File: config.mk
export PLATFORM = sky130hd
export DESIGN_NAME = tile_grid_box_collision_top
export DESIGN_NICKNAME = d
export VERILOG_FILES = /design/src/design/tgbc_pkg.sv /design/src/design/tgbc_ram.sv /design/src/design/tgbc_tile_unit.sv /design/src/design/tgbc_seq.sv /design/src/design/tile_grid_box_collision_top.sv
export SDC_FILE = /design/constraint.sdc
export NUM_CORES = 1
export LEC_CHECK = 0
export ABC_AREA = 1
export BUFFER_PORTS_ARGS = -buffer_cell sky130_fd_sc_hd__buf_2
export CORE_MARGIN = 1.5
export CORE_UTILIZATION = 55
export DETAILED_ROUTE_END_ITERATION = 6
export PLACE_DENSITY = 0.75
export SETUP_SLACK_MARGIN = 0.3
export SYNTH_ARGS = -nofsm -noshare
export SYNTH_HDL_FRONTEND = slang
export SYNTH_SLANG_ARGS = --single-unit
File: constraint.sdc
create_clock -name clock -period 4.6 [get_ports clock]
set_input_delay 0.92 -clock clock [delete_from_list [all_inputs] [get_ports clock]]
set_output_delay 0.92 -clock clock [all_outputs]
set_load 0.01 [all_outputs]
File: src/design/tgbc_pkg.sv
// Shared types and constants for the tile grid box collision block.
// No dependencies; the tile unit, sequencer and top-level design files import this package.
`default_nettype none

package tgbc_pkg;

   localparam int ROW_BITS  = 32;  // wall bits held per map row
   localparam int ROW_IDX_W = 4;
   localparam int TILE_W    = 8;
   localparam int SIZE_W    = 12;
   localparam int POS_W     = 16;
   localparam int CW        = 20;  // internal coordinate width, holds box and tile edges

   localparam logic [TILE_W-1:0] TILE_SIZE_RESET = 8'd32;

   typedef logic signed [CW-1:0] coord_type;

   typedef enum logic [1:0] {
      OP_WRITE = 2'd0,
      OP_CHECK = 2'd1,
      OP_RES_X = 2'd2,
      OP_RES_Y = 2'd3
   } op_type;

   typedef enum logic [1:0] {
      ST_IDLE,
      ST_FETCH,
      ST_SCAN,
      ST_FINISH
   } state_type;

   typedef struct packed {
      op_type                   operation;
      logic [ROW_IDX_W-1:0]     row_index;
      logic [ROW_BITS-1:0]      row_bits;
      logic signed [POS_W-1:0]  pos_x;
      logic signed [POS_W-1:0]  pos_y;
      logic [SIZE_W-1:0]        rect_width;
      logic [SIZE_W-1:0]        rect_height;
      logic signed [POS_W-1:0]  move_amount;
   } req_type;

   typedef struct packed {
      logic                     hit;
      logic signed [POS_W-1:0]  new_x;
      logic signed [POS_W-1:0]  new_y;
   } rsp_type;

   // sequencer to tile unit
   typedef struct packed {
      logic      load;    // latch the accepted item
      logic      step;    // one tile is tested this cycle
      logic      wall;    // that tile is a wall
      coord_type tile_x;
      coord_type tile_y;
   } scan_ctrl_type;

endpackage

`default_nettype wire

File: src/design/tgbc_ram.sv
// Generic single-port-write, single-port-read RAM with registered read data.
// Read data holds until the next read. No dependencies.
`default_nettype none

module tgbc_ram #(
   parameter int WIDTH = 32,
   parameter int DEPTH = 16
) (
   input  wire logic                                   clock,
   input  wire logic                                   wr_en,
   input  wire logic [(DEPTH > 1 ? $clog2(DEPTH) : 1)-1:0] wr_addr,
   input  wire logic [WIDTH-1:0]                       wr_data,
   input  wire logic                                   rd_en,
   input  wire logic [(DEPTH > 1 ? $clog2(DEPTH) : 1)-1:0] rd_addr,
   output logic      [WIDTH-1:0]                       rd_data
);

   logic [WIDTH-1:0] mem_ff [DEPTH];
   logic [WIDTH-1:0] rd_data_ff;

   always_ff @(posedge clock) begin
      if (wr_en) begin
         mem_ff[wr_addr] <= wr_data;
      end
      if (rd_en) begin
         rd_data_ff <= mem_ff[rd_addr];
      end
   end

   assign rd_data = rd_data_ff;

endmodule

`default_nettype wire

File: src/design/tgbc_tile_unit.sv
// Box register and per-tile overlap test with push-out for one tile a cycle.
// Depends on tgbc_pkg.
`default_nettype none

module tgbc_tile_unit
   import tgbc_pkg::*;
(
   input  wire logic                 clock,
   input  wire scan_ctrl_type        ctrl,
   input  wire req_type              req_data,
   input  wire logic [TILE_W-1:0]    tile_size,
   output rsp_type                   result
);

   coord_type         x_ff, y_ff;
   logic [SIZE_W-1:0] w_ff, h_ff;
   op_type            op_ff;
   logic              neg_ff;
   logic              hit_ff;

   coord_type ts, w_c, h_c;
   coord_type tile_x_far, tile_y_far;
   logic      overlap;

   always_comb begin
      ts         = coord_type'({{(CW-TILE_W){1'b0}}, tile_size});
      w_c        = coord_type'({{(CW-SIZE_W){1'b0}}, w_ff});
      h_c        = coord_type'({{(CW-SIZE_W){1'b0}}, h_ff});
      tile_x_far = ctrl.tile_x + ts;
      tile_y_far = ctrl.tile_y + ts;
      // positive-area overlap; empty box or empty tile never overlaps
      overlap = ctrl.wall && (tile_size != '0) && (w_ff != '0) && (h_ff != '0) &&
                (x_ff < tile_x_far) && (ctrl.tile_x < x_ff + w_c) &&
                (y_ff < tile_y_far) && (ctrl.tile_y < y_ff + h_c);
   end

   always_ff @(posedge clock) begin
      if (ctrl.load) begin
         x_ff   <= coord_type'(req_data.pos_x);
         y_ff   <= coord_type'(req_data.pos_y);
         w_ff   <= req_data.rect_width;
         h_ff   <= req_data.rect_height;
         op_ff  <= req_data.operation;
         neg_ff <= req_data.move_amount[POS_W-1];
         hit_ff <= 1'b0;
      end else if (ctrl.step && overlap) begin
         hit_ff <= 1'b1;
         // push against the tile; later tiles see the moved box
         if (op_ff == OP_RES_X) begin
            x_ff <= neg_ff ? tile_x_far : ctrl.tile_x - w_c;
         end
         if (op_ff == OP_RES_Y) begin
            y_ff <= neg_ff ? tile_y_far : ctrl.tile_y - h_c;
         end
      end
   end

   assign result.hit   = hit_ff;
   assign result.new_x = x_ff[POS_W-1:0];
   assign result.new_y = y_ff[POS_W-1:0];

endmodule

`default_nettype wire

File: src/design/tgbc_seq.sv
// Sequencer: item intake, map row fetch, row-major tile walk and result hand-off.
// Depends on tgbc_pkg; drives the wall map RAM ports.
`default_nettype none

module tgbc_seq
   import tgbc_pkg::*;
#(
   parameter int MAP_ROWS = 16,
   parameter int MAP_COLS = 32,
   localparam int RAW     = (MAP_ROWS > 1) ? $clog2(MAP_ROWS) : 1
) (
   input  wire logic                 clock,
   input  wire logic                 reset,
   input  wire logic                 req_valid,
   input  wire req_type              req_data,
   output logic                      req_ready,
   input  wire logic                 out_busy,
   input  wire logic [TILE_W-1:0]    tile_size,
   input  wire logic [ROW_BITS-1:0]  rd_data,
   output logic                      rd_en,
   output logic [RAW-1:0]            rd_addr,
   output logic                      wr_en,
   output logic [RAW-1:0]            wr_addr,
   output logic                      finish,
   output scan_ctrl_type             ctrl
);

   // columns past the stored row word are never walls
   localparam int NC    = (MAP_COLS < ROW_BITS) ? MAP_COLS : ROW_BITS;
   localparam int COL_W = (NC > 1) ? $clog2(NC) : 1;
   localparam int BIT_W = $clog2(ROW_BITS);
   localparam int ROW_CMP_W = 7;

   state_type         state_ff, state_in;
   logic [RAW-1:0]    row_ff, row_in;
   logic [COL_W-1:0]  col_ff, col_in;
   coord_type         tx_ff, tx_in, ty_ff, ty_in;
   logic [MAP_ROWS-1:0] valid_ff;
   logic              row_valid_ff;

   logic      accept, last_col, last_row, row_in_range, scan_needed;
   coord_type ts;

   assign accept       = req_valid && req_ready;
   assign last_col     = (col_ff == COL_W'(NC - 1));
   assign last_row     = (row_ff == RAW'(MAP_ROWS - 1));
   assign row_in_range = ({{(ROW_CMP_W-ROW_IDX_W){1'b0}}, req_data.row_index} <
                          ROW_CMP_W'(MAP_ROWS));
   assign scan_needed  = (req_data.operation == OP_CHECK) ||
                         (req_data.move_amount != '0);
   assign ts           = coord_type'({{(CW-TILE_W){1'b0}}, tile_size});

   // next state
   always_comb begin
      state_in = state_ff;
      case (state_ff)
         ST_IDLE: begin
            if (accept) begin
               if (req_data.operation != OP_WRITE && scan_needed) begin
                  state_in = ST_FETCH;
               end else begin
                  state_in = ST_FINISH;
               end
            end
         end
         ST_FETCH:  state_in = ST_SCAN;
         ST_SCAN: begin
            if (last_col && last_row) begin
               state_in = ST_FINISH;
            end
         end
         ST_FINISH: begin
            if (!out_busy) begin
               state_in = ST_IDLE;
            end
         end
         default:   state_in = ST_IDLE;
      endcase
   end

   // outputs
   always_comb begin
      req_ready   = 1'b0;
      rd_en       = 1'b0;
      rd_addr     = '0;
      wr_en       = 1'b0;
      finish      = 1'b0;
      ctrl.load   = 1'b0;
      ctrl.step   = 1'b0;
      ctrl.wall   = row_valid_ff && rd_data[BIT_W'(col_ff)];
      ctrl.tile_x = tx_ff;
      ctrl.tile_y = ty_ff;
      case (state_ff)
         ST_IDLE: begin
            req_ready = 1'b1;
            ctrl.load = accept;
            wr_en     = accept && (req_data.operation == OP_WRITE) && row_in_range;
         end
         ST_FETCH: begin
            rd_en = 1'b1;
         end
         ST_SCAN: begin
            ctrl.step = 1'b1;
            // prefetch the next row during the last column
            if (last_col && !last_row) begin
               rd_en   = 1'b1;
               rd_addr = RAW'(row_ff + 1'b1);
            end
         end
         ST_FINISH: begin
            finish = !out_busy;
         end
         default: begin
            req_ready = 1'b0;
         end
      endcase
   end

   assign wr_addr     = RAW'(req_data.row_index);

   // walk counters and tile origin accumulators
   always_comb begin
      row_in = row_ff;
      col_in = col_ff;
      tx_in  = tx_ff;
      ty_in  = ty_ff;
      if (state_ff == ST_FETCH) begin
         row_in = '0;
         col_in = '0;
         tx_in  = '0;
         ty_in  = '0;
      end else if (state_ff == ST_SCAN) begin
         if (last_col) begin
            col_in = '0;
            tx_in  = '0;
            row_in = RAW'(row_ff + 1'b1);
            ty_in  = ty_ff + ts;
         end else begin
            col_in = COL_W'(col_ff + 1'b1);
            tx_in  = tx_ff + ts;
         end
      end
   end

   always_ff @(posedge clock) begin
      if (reset) begin
         state_ff <= ST_IDLE;
         valid_ff <= '0;
      end else begin
         state_ff <= state_in;
         if (wr_en) begin
            valid_ff[wr_addr] <= 1'b1;
         end
      end
   end

   always_ff @(posedge clock) begin
      row_ff <= row_in;
      col_ff <= col_in;
      tx_ff  <= tx_in;
      ty_ff  <= ty_in;
      // a row never written reads as empty
      if (rd_en) begin
         row_valid_ff <= valid_ff[rd_addr];
      end
   end

   a_write_on_transfer : assert property (@(posedge clock) disable iff (reset)
      wr_en |-> (accept && req_data.operation == OP_WRITE))
      else $error("map row written outside an accepted write transfer");

   a_no_overwrite : assert property (@(posedge clock) disable iff (reset)
      finish |-> !out_busy)
      else $error("result produced while the output register is still held");

   a_prefetch_edge : assert property (@(posedge clock) disable iff (reset)
      (state_ff == ST_SCAN && last_col && !last_row) |=>
      (state_ff == ST_SCAN && col_ff == '0 && row_ff == $past(RAW'(row_ff + 1'b1))))
      else $error("row walk lost step with row prefetch");

endmodule

`default_nettype wire

File: src/design/tile_grid_box_collision_top.sv
// Axis-aligned box against tile-map collision. A wall map of MAP_ROWS rows,
// 32 bits each, lives in a RAM and starts empty after reset (per-row valid
// bits, no clearing pass). A write item skips the tile walk. A check item, and a
// resolve item with a non-zero move, walk every tile in row-major order at one
// tile per cycle, the current row held at the RAM read port while the next is
// fetched on the last column; MAP_ROWS * min(MAP_COLS, 32) tiles are walked.
// A resolve item with zero move skips the walk too.
// The result sits in an output register, so the next item is taken while it
// waits. tile_size is written over the csr port while the block is idle.
`default_nettype none

module tile_grid_box_collision_top
   import tgbc_pkg::*;
#(
   parameter int MAP_ROWS = 16,
   parameter int MAP_COLS = 32
) (
   input  wire logic               clock,
   input  wire logic               reset,
   input  wire logic               req_valid,
   output logic                    req_ready,
   input  wire req_type            req_data,
   output logic                    rsp_valid,
   input  wire logic               rsp_ready,
   output rsp_type                 rsp_data,
   input  wire logic               csr_valid,
   output logic                    csr_ready,
   input  wire logic [TILE_W-1:0]  csr_data
);

   localparam int RAW = (MAP_ROWS > 1) ? $clog2(MAP_ROWS) : 1;

   logic [TILE_W-1:0]   tile_size_ff;
   logic                rsp_valid_ff;
   rsp_type             rsp_data_ff;

   logic                out_busy, finish;
   logic                rd_en, wr_en;
   logic [RAW-1:0]      rd_addr, wr_addr;
   logic [ROW_BITS-1:0] rd_data;
   scan_ctrl_type       ctrl;
   rsp_type             result;

   assign out_busy  = rsp_valid_ff && !rsp_ready;
   assign csr_ready = req_ready;

   tgbc_ram #(
      .WIDTH (ROW_BITS),
      .DEPTH (MAP_ROWS)
   ) u_map (
      .clock   (clock),
      .wr_en   (wr_en),
      .wr_addr (wr_addr),
      .wr_data (req_data.row_bits),
      .rd_en   (rd_en),
      .rd_addr (rd_addr),
      .rd_data (rd_data)
   );

   tgbc_seq #(
      .MAP_ROWS (MAP_ROWS),
      .MAP_COLS (MAP_COLS)
   ) u_seq (
      .clock     (clock),
      .reset     (reset),
      .req_valid (req_valid),
      .req_data  (req_data),
      .req_ready (req_ready),
      .out_busy  (out_busy),
      .tile_size (tile_size_ff),
      .rd_data   (rd_data),
      .rd_en     (rd_en),
      .rd_addr   (rd_addr),
      .wr_en     (wr_en),
      .wr_addr   (wr_addr),
      .finish    (finish),
      .ctrl      (ctrl)
   );

   tgbc_tile_unit u_tile (
      .clock     (clock),
      .ctrl      (ctrl),
      .req_data  (req_data),
      .tile_size (tile_size_ff),
      .result    (result)
   );

   always_ff @(posedge clock) begin
      if (reset) begin
         tile_size_ff <= TILE_SIZE_RESET;
         rsp_valid_ff <= 1'b0;
      end else begin
         if (csr_valid && csr_ready) begin
            tile_size_ff <= csr_data;
         end
         if (finish) begin
            rsp_valid_ff <= 1'b1;
         end else if (rsp_ready) begin
            rsp_valid_ff <= 1'b0;
         end
      end
   end

   always_ff @(posedge clock) begin
      if (finish) begin
         rsp_data_ff <= result;
      end
   end

   assign rsp_valid = rsp_valid_ff;
   assign rsp_data  = rsp_data_ff;

endmodule

`default_nettype wire
; ---- After elaboration in Yosys (flattened, before gate mapping)
; Memories as Yosys holds them, arrays and structs flattened. A register that Yosys moved wholly into a read port is not among the register bits.
; Cells that the tools add are included.
[word_totals]
n_memories = 1
mem_bits_rw = 512
out_inout_bits = 36
regBits = 178
word_cells = 118
inputBits = 123
[op_classes]
n_bitwise = 1
addsub = 8
eq_ne = 11
n_mux = 34
reduce_logical = 36
order_cmp = 8
[memory_table]
columns = memory, words, width, rd, rd_clocked_by_memory_dff, write_ports, line_no
row1 = u_map.mem_ff, 16, 32, 1, 1, 1, tgbc_ram.sv:18  ; logic [WIDTH-1:0] mem_ff [DEPTH];
[op_table]
columns = cell, count
row1 = $mux W20, 9
row2 = $lt A20 B20 Y1, 4
row3 = $add A20 B13 Y20, 2
row4 = $add A20 B9 Y20, 2
row5 = $sub A20 B13 Y20, 2
row6 = $reduce_bool A12 Y1, 2
row7 = $logic_and A1 B1 Y1, 17
row8 = $or A16 B16 Y16, 1
row9 = $reduce_bool A16 Y1, 1
row10 = $mux W1, 13
row11 = $lt A4 B5 Y1 const B, 2
row12 = $reduce_bool A2 Y1, 5
row13 = $eq A2 B2 Y1 const B, 4
row14 = $mux W2, 4
row15 = $mux W4, 2
row16 = $pmux W2 S4, 1
row17 = $reduce_bool A8 Y1, 1
row18 = $lt A5 B6 Y1 const B, 1
row19 = $reduce_and A2 Y1, 3
row20 = $add A5 B1 Y5 const B, 1
row21 = $bmux W1 S5, 1
row22 = $eq A5 B5 Y1 const B, 1
row23 = $mux W5, 1
row24 = $add A4 B1 Y4 const B, 1
row25 = 12 further kinds, 17

; ---- Depth between registers and ports, before layout
; Gate-level depths: netlist of the first run.
[logic_depth]
ltp_word = 13
ltp_mapped = 25

; ---- Hierarchy
; A second synthesis of the first run with hierarchy kept.
[hier_totals]
cells_unflattened = 4373
hier_area_um2 = 38858.5
[modules_own_cells]
columns = module, cells_each, seq_area_each_um2, area_each_um2, instances
row1 = tgbc_ram, 2122, 16335.7, 23065.9, 1
row2 = tgbc_tile_unit, 1443, 2031.9, 9846.9, 1
row3 = tgbc_seq, 719, 1371.3, 4580.6, 1
row4 = tile_grid_box_collision_top, 89, 1171.1, 1365.1, 1

; ---- Least setup slack after synthesis of the first run
; OpenSTA, ideal clock, no wires.
[synth_timing]
kind = flip-flop to flip-flop
start = register u_tile.w_ff[0]
end = register u_tile.x_ff[0], enable pin
setup_ps = 399
path_stages_with_launch = 26
path_slack_ps = 291
path_buffers = 0
arrival_time_ps = 3910
synth_period_minus_slack_ps = 4309
cell_sequence = edfxtp_1 > ha_1 > fa_1 > nand3_1 > nand2_1 > a21oi_1 > o21ai_2 > inv_1 > o21a_1 > nor2_2 > nand2_1 > xor2_1 > ha_1 > nand2_1 > inv_1 > nand2_1 > nand2_1 > a21oi_1 > nand3_1 > nand2_1 > nand2_1 > inv_1 > nand3_1 > nor2_1 > nand3_1 > o21ai_1
[synth_via]
elab_chain_len = 10
word_cells_on_any_way = 12
cone_classes = add/sub: 1 / order compare: 1 / reduce/logical: 10
[synth_rtl]
columns = item, line_no
row1 = start: declaration, tgbc_tile_unit.sv:16  ; logic [SIZE_W-1:0] w_ff, h_ff;
row2 = start signal: assignment, tgbc_tile_unit.sv:41  ; w_ff <= req_data.rect_width;
row3 = "parallel branches: the longest is 4 deep, another holds $add A20 B13 Y20", n/a
row4 = $logic_and A1 B1 Y1 * (2 in series), tgbc_tile_unit.sv:33  ; (x_ff < tile_x_far) && (ctrl.tile_x < x_ff + w_c) &&
row5 = $logic_and A1 B1 Y1 *, tgbc_tile_unit.sv:34  ; (y_ff < tile_y_far) && (ctrl.tile_y < y_ff + h_c);
row6 = $logic_and A1 B1 Y1 *, tgbc_tile_unit.sv:46  ; end else if (ctrl.step && overlap) begin
row7 = $reduce_bool A2 Y1 (no source line) *, n/a
row8 = $reduce_and A2 Y1 (no source line) *, n/a
row9 = end signal: assignment, tgbc_tile_unit.sv:39  ; x_ff <= coord_type'(req_data.pos_x);
row10 = end signal: assignment, tgbc_tile_unit.sv:50  ; x_ff <= neg_ff ? tile_x_far : ctrl.tile_x - w_c;
row11 = end: declaration, tgbc_tile_unit.sv:15  ; coord_type x_ff, y_ff;
; Mark *: on every way between the ends.
; A chain may end at the register's enable or synchronous reset.

; ---- Worst setup path after layout of the first run
[layout_timing]
start = register u_tile.w_ff[0]
end = register u_tile.y_ff[15], enable pin
[layout_via]
elab_chain_len = 10
word_cells_on_any_way = 12
cone_classes = add/sub: 1 / order compare: 1 / reduce/logical: 10
[layout_rtl]
columns = item, line_no
row1 = "parallel branches: the longest is 4 deep, another holds $add A20 B13 Y20", n/a
row2 = $logic_and A1 B1 Y1 * (2 in series), tgbc_tile_unit.sv:33
row3 = $logic_and A1 B1 Y1 *, tgbc_tile_unit.sv:34
row4 = $logic_and A1 B1 Y1 *, tgbc_tile_unit.sv:46
row5 = $reduce_bool A2 Y1 (no source line) *, n/a
row6 = $reduce_and A2 Y1 (no source line) *, n/a
row7 = end signal: assignment, tgbc_tile_unit.sv:40  ; y_ff <= coord_type'(req_data.pos_y);
row8 = end signal: assignment, tgbc_tile_unit.sv:53  ; y_ff <= neg_ff ? tile_y_far : ctrl.tile_y - h_c;
row9 = end: declaration, tgbc_tile_unit.sv:15
; Marked as above.

==> metrics, run 1 <==
Final GP Congestion around 0.95; R2R Path End u_tile.y_ff[15]; register area share after synthesis 0.6129; Rel. slew slack 0.1959; DR iter-0 viols about 2300; Worst path slowest cell edfxtp_1; All-Layer GR Usage 0.2827; per-cell routed wire length around 23 µm; Clk pin slew, worst setup/hold paths 60 ps; Post-synth EDFFs ~650; Async SR Flop Fraction 0; Final Setup Violations 0; buffer levels on the longest clock path 3; Rows a little over 90; clock root cell clkbuf_16; Final period util 0.8999; top cell family by delay on the critical path simple AND/OR/NAND/NOR gates; starting density of the core 0.5548; maxcap violations 0; crit end category flop; Worst Reg2Reg Path Length in Cells 25; number of fill cells roughly 4700; Max Clk Rate 241.6 MHz; RSZ-0062 raised after global routing false; layout cells sized above 1 0.1368; CTS H-tree lvls 3; 1st-pass router iterations 7; Hold Path Stages 1; # IOs about 160; Hold WC Path Type in -> reg; I/O Buffers 158; post-synthesis cell area ~0.034 mm²; hold buffer count at cts 0; Critical Path Fanout Max 5; Final Skew approximately 26 ps; Avg Cell Area, Syn around 11 µm²; CTS Sinks ~720; Mapped Cells 3003; CTS tree done; largest net degree at the start of global routing 133; antenna viol nets, final 0; Hold Slack approximately 450 ps; Synth cell types 50; setup_tns 0 ps; YS warnings 0; number of global-route vias before repair approximately 24000; RR Startpoint u_tile.w_ff[0]; # DRC 0; first-pass GRT wire length around 140000 µm; Core ar. around 0.061 mm²; worst hold start req_data[38]; Num CTS Buffers 76; Power Dens Cells 469.1 mW/mm²; final critical-path required period approximately 4100 ps; Routed WL roughly 90000 µm; Synth Flop Type edfxtp_1; Final Max Slew Viols 0; WP buf/inv 4; Final #Nets about 3500; number of vias per cell just over 6; Synth Register Bits between 700 and 800; WHS Endpoint u_tile.w_ff[10]; die area approximately 0.064 mm²; total grt overflow 0; area grow syn2layout 13.81%; Die H between 200 and 300 µm; Max IR drop VDD 354.3 µV; slew at the pin closest to its max-slew limit ~1200 ps; Hold Vio Cnt, Final 0; outcome completed; kind of critical path reg -> reg; Critical Path AT approximately 4500 ps; Syn Nets between 3000 and 4000; placed wire-length estimate between 50000 and 60000 µm; worst reg2reg setup slack approximately 460 ps; WP data required roughly 5000 ps; startpoint types flop; max incr delay on CP approximately 420 ps; clock insertion delay at the later pin of the skew report 640 ps; most used cell, CP nand2_1; initial antenna violation count 3; via count 24360; Leak approximately 15 nW; Die Width approximately 250 µm
-- Yosys cell counts (2+ instances only) --
cell,number,area (µm²)
nor4_1,7,43.79
o21ai_1,17,85.08
o21bai_2,2,22.52
inv_4,2,12.51
fa_1,6,120.1
clkbuf_1,46,172.7
nor2_1,319,1197
xnor2_1,20,175.2
nand2_1,488,1832
mux2i_1,132,1321
xor2_1,55,481.7
buf_6,19,214.0
buf_1,4,15.01
a21oi_2,2,17.52
inv_1,189,709.4
buf_2,51,255.2
inv_2,10,37.54
a211oi_1,2,15.01
nor3b_1,2,15.01
dfxtp_1,77,1541
clkinv_1,2,7.510
edfxtp_1,645,19370
ha_1,147,1839
nor2_2,5,31.28
nand2_2,4,25.02
a31oi_1,11,68.82
o21ai_2,6,52.55
or2_2,6,37.54
nor2_4,2,22.52
nor3_1,91,455.4
a21oi_1,128,640.6
nand3_1,157,785.8
o21bai_1,6,45.04
o21a_1,5,37.54
a21boi_0,4,30.03
o221ai_1,132,1156
o21ai_0,86,430.4
nand3b_1,4,30.03
nand4_1,30,187.7
a21o_1,9,67.56
buf_4,8,60.06
o211ai_1,11,82.58
o22ai_1,47,294.0
-- layout by cell type, fill, tap and decap left out, types with 10 or more instances in the layout --
cell type	Yosys	layout
edfxtp_1	645	645
clkinv_2	0	13
nor2_4	2	21
clkbuf_1	46	18
o21ai_1	17	18
a31oi_1	11	10
buf_2	51	158
inv_1	189	189
nand4_1	30	30
o21ai_0	86	82
nand3_1	157	156
ha_4	0	10
nand2_1	488	486
o211ai_1	11	11
buf_4	8	69
clkbuf_16	0	80
ha_1	147	134
nor2_1	319	300
o221ai_1	132	132
a21oi_1	128	122
mux2i_1	132	132
xnor2_1	20	20
xor2_1	55	54
o22ai_1	47	47
dfxtp_1	77	75
nor3_1	91	89
clkinv_1	2	10
-- how the worst max path moves through the flow --
stage,from,endpoint,cells past startpoint
after CTS,u_tile.h_ff[0],u_tile.y_ff[10],19
after detailed placement,u_tile.x_ff[0],u_tile.y_ff[7],26
final,u_tile.w_ff[0],u_tile.y_ff[15],25
after global routing,u_tile.x_ff[10],u_tile.y_ff[15],22
after floorplan,u_tile.w_ff[0],u_tile.x_ff[0],25
after global placement,u_tile.x_ff[0],u_tile.y_ff[8],26
-- power by group --
group	total (mW)	internal (mW)	switching [mW]
sequential	7.95	7.62	0.330
combinational	4.11	1.47	2.65
clock	6.15	3.57	2.58
-- metrics by stage --
stage	util	instances	total power [mW]	setup WS, ps	area, µm²
finish	0.6315	4037	18.21	460.2	38830
floorplan	-	3003	10.52	290.8	34110
detailed placement	0.5827	3877	11.79	353.5	35830
CTS	0.6234	4013	17.89	331.9	38330
global route	0.6314	4036	18.96	224.6	38820
global placement	0.5827	3877	11.66	334.8	35830
-- final cells by class --
class | instances | area [µm²] | area share
tap | 790 | 988.4 | 0.02546
antenna | 1 | 2.502 | 0.00006445
sequential | 722 | 20910 | 0.5386
multi-input combinational | 1950 | 12190 | 0.3138
clock buffer | 101 | 2100 | 0.05407
inverter | 203 | 774.5 | 0.01995
timing repair buffer | 235 | 1465 | 0.03774
clock inverter | 35 | 397.9 | 0.01025
-- what timing repair did --
action                     4_1_cts  5_1_grt
setup endpoints to repair       16       40
setup buffers                    0       21
cloned                           0        2
gates resized for setup          1       52
pin swaps                        0       14
-- sequential cells by signal (all words and copies together), names as in the netlist, 4 cells and up --
register / cells
u_seq.valid_ff: 16
rsp_data: 33
u_tile.x_ff: 20
u_tile.h_ff: 12
u_seq.col_ff: 5
u_seq.tx_ff: 20
tile_size_ff: 8
u_map.rd_data: 32
u_seq.row_ff: 4
u_seq.ty_ff: 20
u_tile.w_ff: 12
u_tile.y_ff: 20
u_map.mem_ff: 512
-- layer usage --
layer	wire, µm	global-route usage
met1	36130	0.3635
met2	44590	0.4789
met3	6942	0.04911
met4	3442	0.1090
met5	34	0
-- cell families after synthesis --
family,share of synthesized area
buf+inv,0.04350
simple gates,0.1384
mux,0.03873
fa+ha+maj,0.05744
compound gates,0.08975
flops,0.6129
xor+xnor,0.01926
Power figures use the tool's default switching activity.
==> inputs of run 2 (changes only) <==
- PLACE_DENSITY: 0.75 -> 0.73
- clock period: 4.6 -> 5.4 ns (I/O delays scaled with it)
==> metrics, run 2 (synthesis gave the netlist of run 1 again) <==
outcome completed; Hold WC Path Type reg -> reg; number of global-route vias before repair 23410; switching pwr around 4.6 mW; Hold Path Stages 0; total grt overflow 0; max FFs per register just over 500; Worst Reg2Reg Path Length in Cells 19; hold buffer count at cts 0; Clk pin slew, worst setup/hold paths around 60 ps; Num CTS Buffers 75; clock network fraction of design power 0.335; Final #Nets 3425; RR Startpoint u_tile.y_ff[0]; RSZ-0062 raised after global routing false; slew at the pin closest to its max-slew limit between 1000 and 1500 ps; Layout Utilization 0.6190; setup_tns 0 ps; worst hold start u_tile.hit_ff; clock insertion delay at the later pin of the skew report about 630 ps; layout cells sized above 1 0.1150; R2R Path End u_tile.y_ff[3]; Hold Vio Cnt, Final 0; Final Skew approximately 21 ps; Routed WL just under 90000 µm; number of fill cells between 4000 and 5000; max incr delay on CP roughly 400 ps; first-pass GRT wire length approximately 130000 µm; CTS H-tree lvls 3; Final Setup Violations 0; die area ~0.064 mm²; via count approximately 24000; kind of critical path reg -> reg; clock root cell clkbuf_16; per-cell routed wire length approximately 22 µm; WP buf/inv 3; Max Clk Rate about 220 MHz; starting density of the core 0.5548; Worst path slowest cell fa_1; # Post-CTS Setup Buffers 0; final critical-path required period ~4500 ps; commonest cells after routing, fill and taps aside edfxtp_1 (645), nand2_1 (488), nor2_1 (302), inv_1 (189), buf_2 (158); # DRC 0; commonest non-fill, non-tap cell in the layout edfxtp_1; startpoint types flop; Rel. slew slack 0.1870; Critical Path Fanout Max 20; top cell family by delay on the critical path compound AO/OA/AOI/OAI gates; WHS Endpoint rsp_data[32]; Final GP Congestion between 0.9 and 1; Final Max Slew Viols 0; antenna viol nets, final 0; Die Width about 250 µm; area grow syn2layout 11.57%; worst reg2reg setup slack between 900 and 1000 ps; CTS Sinks approximately 720; most flop-heavy register u_map.mem_ff; I/O Buffers about 160; Rows 91; DR iter-0 viols ~2200; 1st-pass router iterations 6; post_cts resized 0; maxcap violations 0; # IOs 159; WP depth 19; Seq pwr share 0.453; combinational power share 0.212; crit end category flop; Power Dens Cells ~390 mW/mm²; Core ar. roughly 0.061 mm²; placed wire-length estimate between 50000 and 60000 µm; Critical Path AT ~4700 ps; Net Sw Frac 0.3059; Die H between 200 and 300 µm; P_int between 10 and 15 mW; worst-path cell chain ha_1, inv_1, fa_1, inv_1, a31oi_1, o21bai_1, a21boi_1, o21ai_2, nand2_1, o21ai_0, nand2_1, ha_1, nand4_1, nor3_1, nand3_1, nand4_1, nand3_1, o21ai_2, buf_4; Leak 15.20 nW; CTS tree done; number of vias per cell approximately 6; buffer levels on the longest clock path 3; initial antenna violation count 5; Final period util 0.8242; All-Layer GR Usage 0.2755; largest net degree at the start of global routing between 100 and 150; WP data required 5680 ps; Max IR drop VDD about 290 µV
run 2: worst reg2reg max path: stages, from the launching register on:
cell and delay, ps:
edfxtp_1 380, ha_1 210, inv_1 70, fa_1 400, inv_1 70, a31oi_1 170
o21bai_1 300, a21boi_1 170, o21ai_2 320, nand2_1 170, o21ai_0 190, nand2_1 70
ha_1 300, nand4_1 120, nor3_1 230, nand3_1 130, nand4_1 150, nand3_1 160
o21ai_2 150, buf_4 340
run 2: stage by stage:
step | instance area (µm²) | std cells | setup slack [ps] | power [mW] | hold WS (ps)
finish | 38060 | 3999 | 949.3 | 14.96 | 449.8
global route | 38060 | 3999 | 619.4 | 15.60 | 460.6
CTS | 38060 | 3998 | 970.3 | 14.98 | 456.0
detailed placement | 35680 | 3862 | 1012 | 10.01 | 441.3
global placement | 35680 | 3862 | 1060 | 9.909 | 446.2
floorplan | 34110 | 3003 | 1091 | 8.961 | 408.2
run 2: cell type report:
class	count	area [µm²]	area share
inverter	203	774.5	0.02035
sequential	722	20910	0.5494
tap	790	988.4	0.02597
timing repair buffer	197	1121	0.02945
multi-input combinational	1950	11880	0.3122
clock buffer	92	1983	0.05210
clock inverter	44	399.1	0.01049
antenna	1	2.502	0.00006575
run 2: layer usage:
| metal | GRT usage | vias to the layer above | part of all wire |
|---|---|---|---|
| met2 | 0.4654 | 1105 | 0.49 |
| met1 | 0.3535 | 11660 | 0.40 |
| met3 | 0.04488 | 211 | 0.074 |
| met4 | 0.1160 | 6 | 0.042 |
| li1 | - | 11180 | - |
| met5 | 0 | - | 0.00029 |
run 2: power by group through the flow:
stage / combinational [mW] / clock (mW) / sequential [mW]
2_1_floorplan: 2.17 / 0 / 6.79
3_3_place_gp: 3.02 / 0 / 6.89
3_5_place_dp: 3.11 / 0 / 6.90
4_1_cts: 3.14 / 5.06 / 6.78
5_1_grt: 3.53 / 5.26 / 6.81
6_report: 3.17 / 5.01 / 6.78
run 2: how the worst max path moves through the flow:
stage | from | endpoint
after floorplan | u_tile.w_ff[0] | u_tile.x_ff[0]
final | u_tile.y_ff[0] | u_tile.y_ff[3]
after CTS | u_tile.y_ff[0] | u_tile.y_ff[3]
after global routing | u_tile.x_ff[2] | u_tile.y_ff[3]
after detailed placement | u_tile.x_ff[0] | u_tile.y_ff[2]
after global placement | u_tile.x_ff[0] | u_tile.y_ff[2]
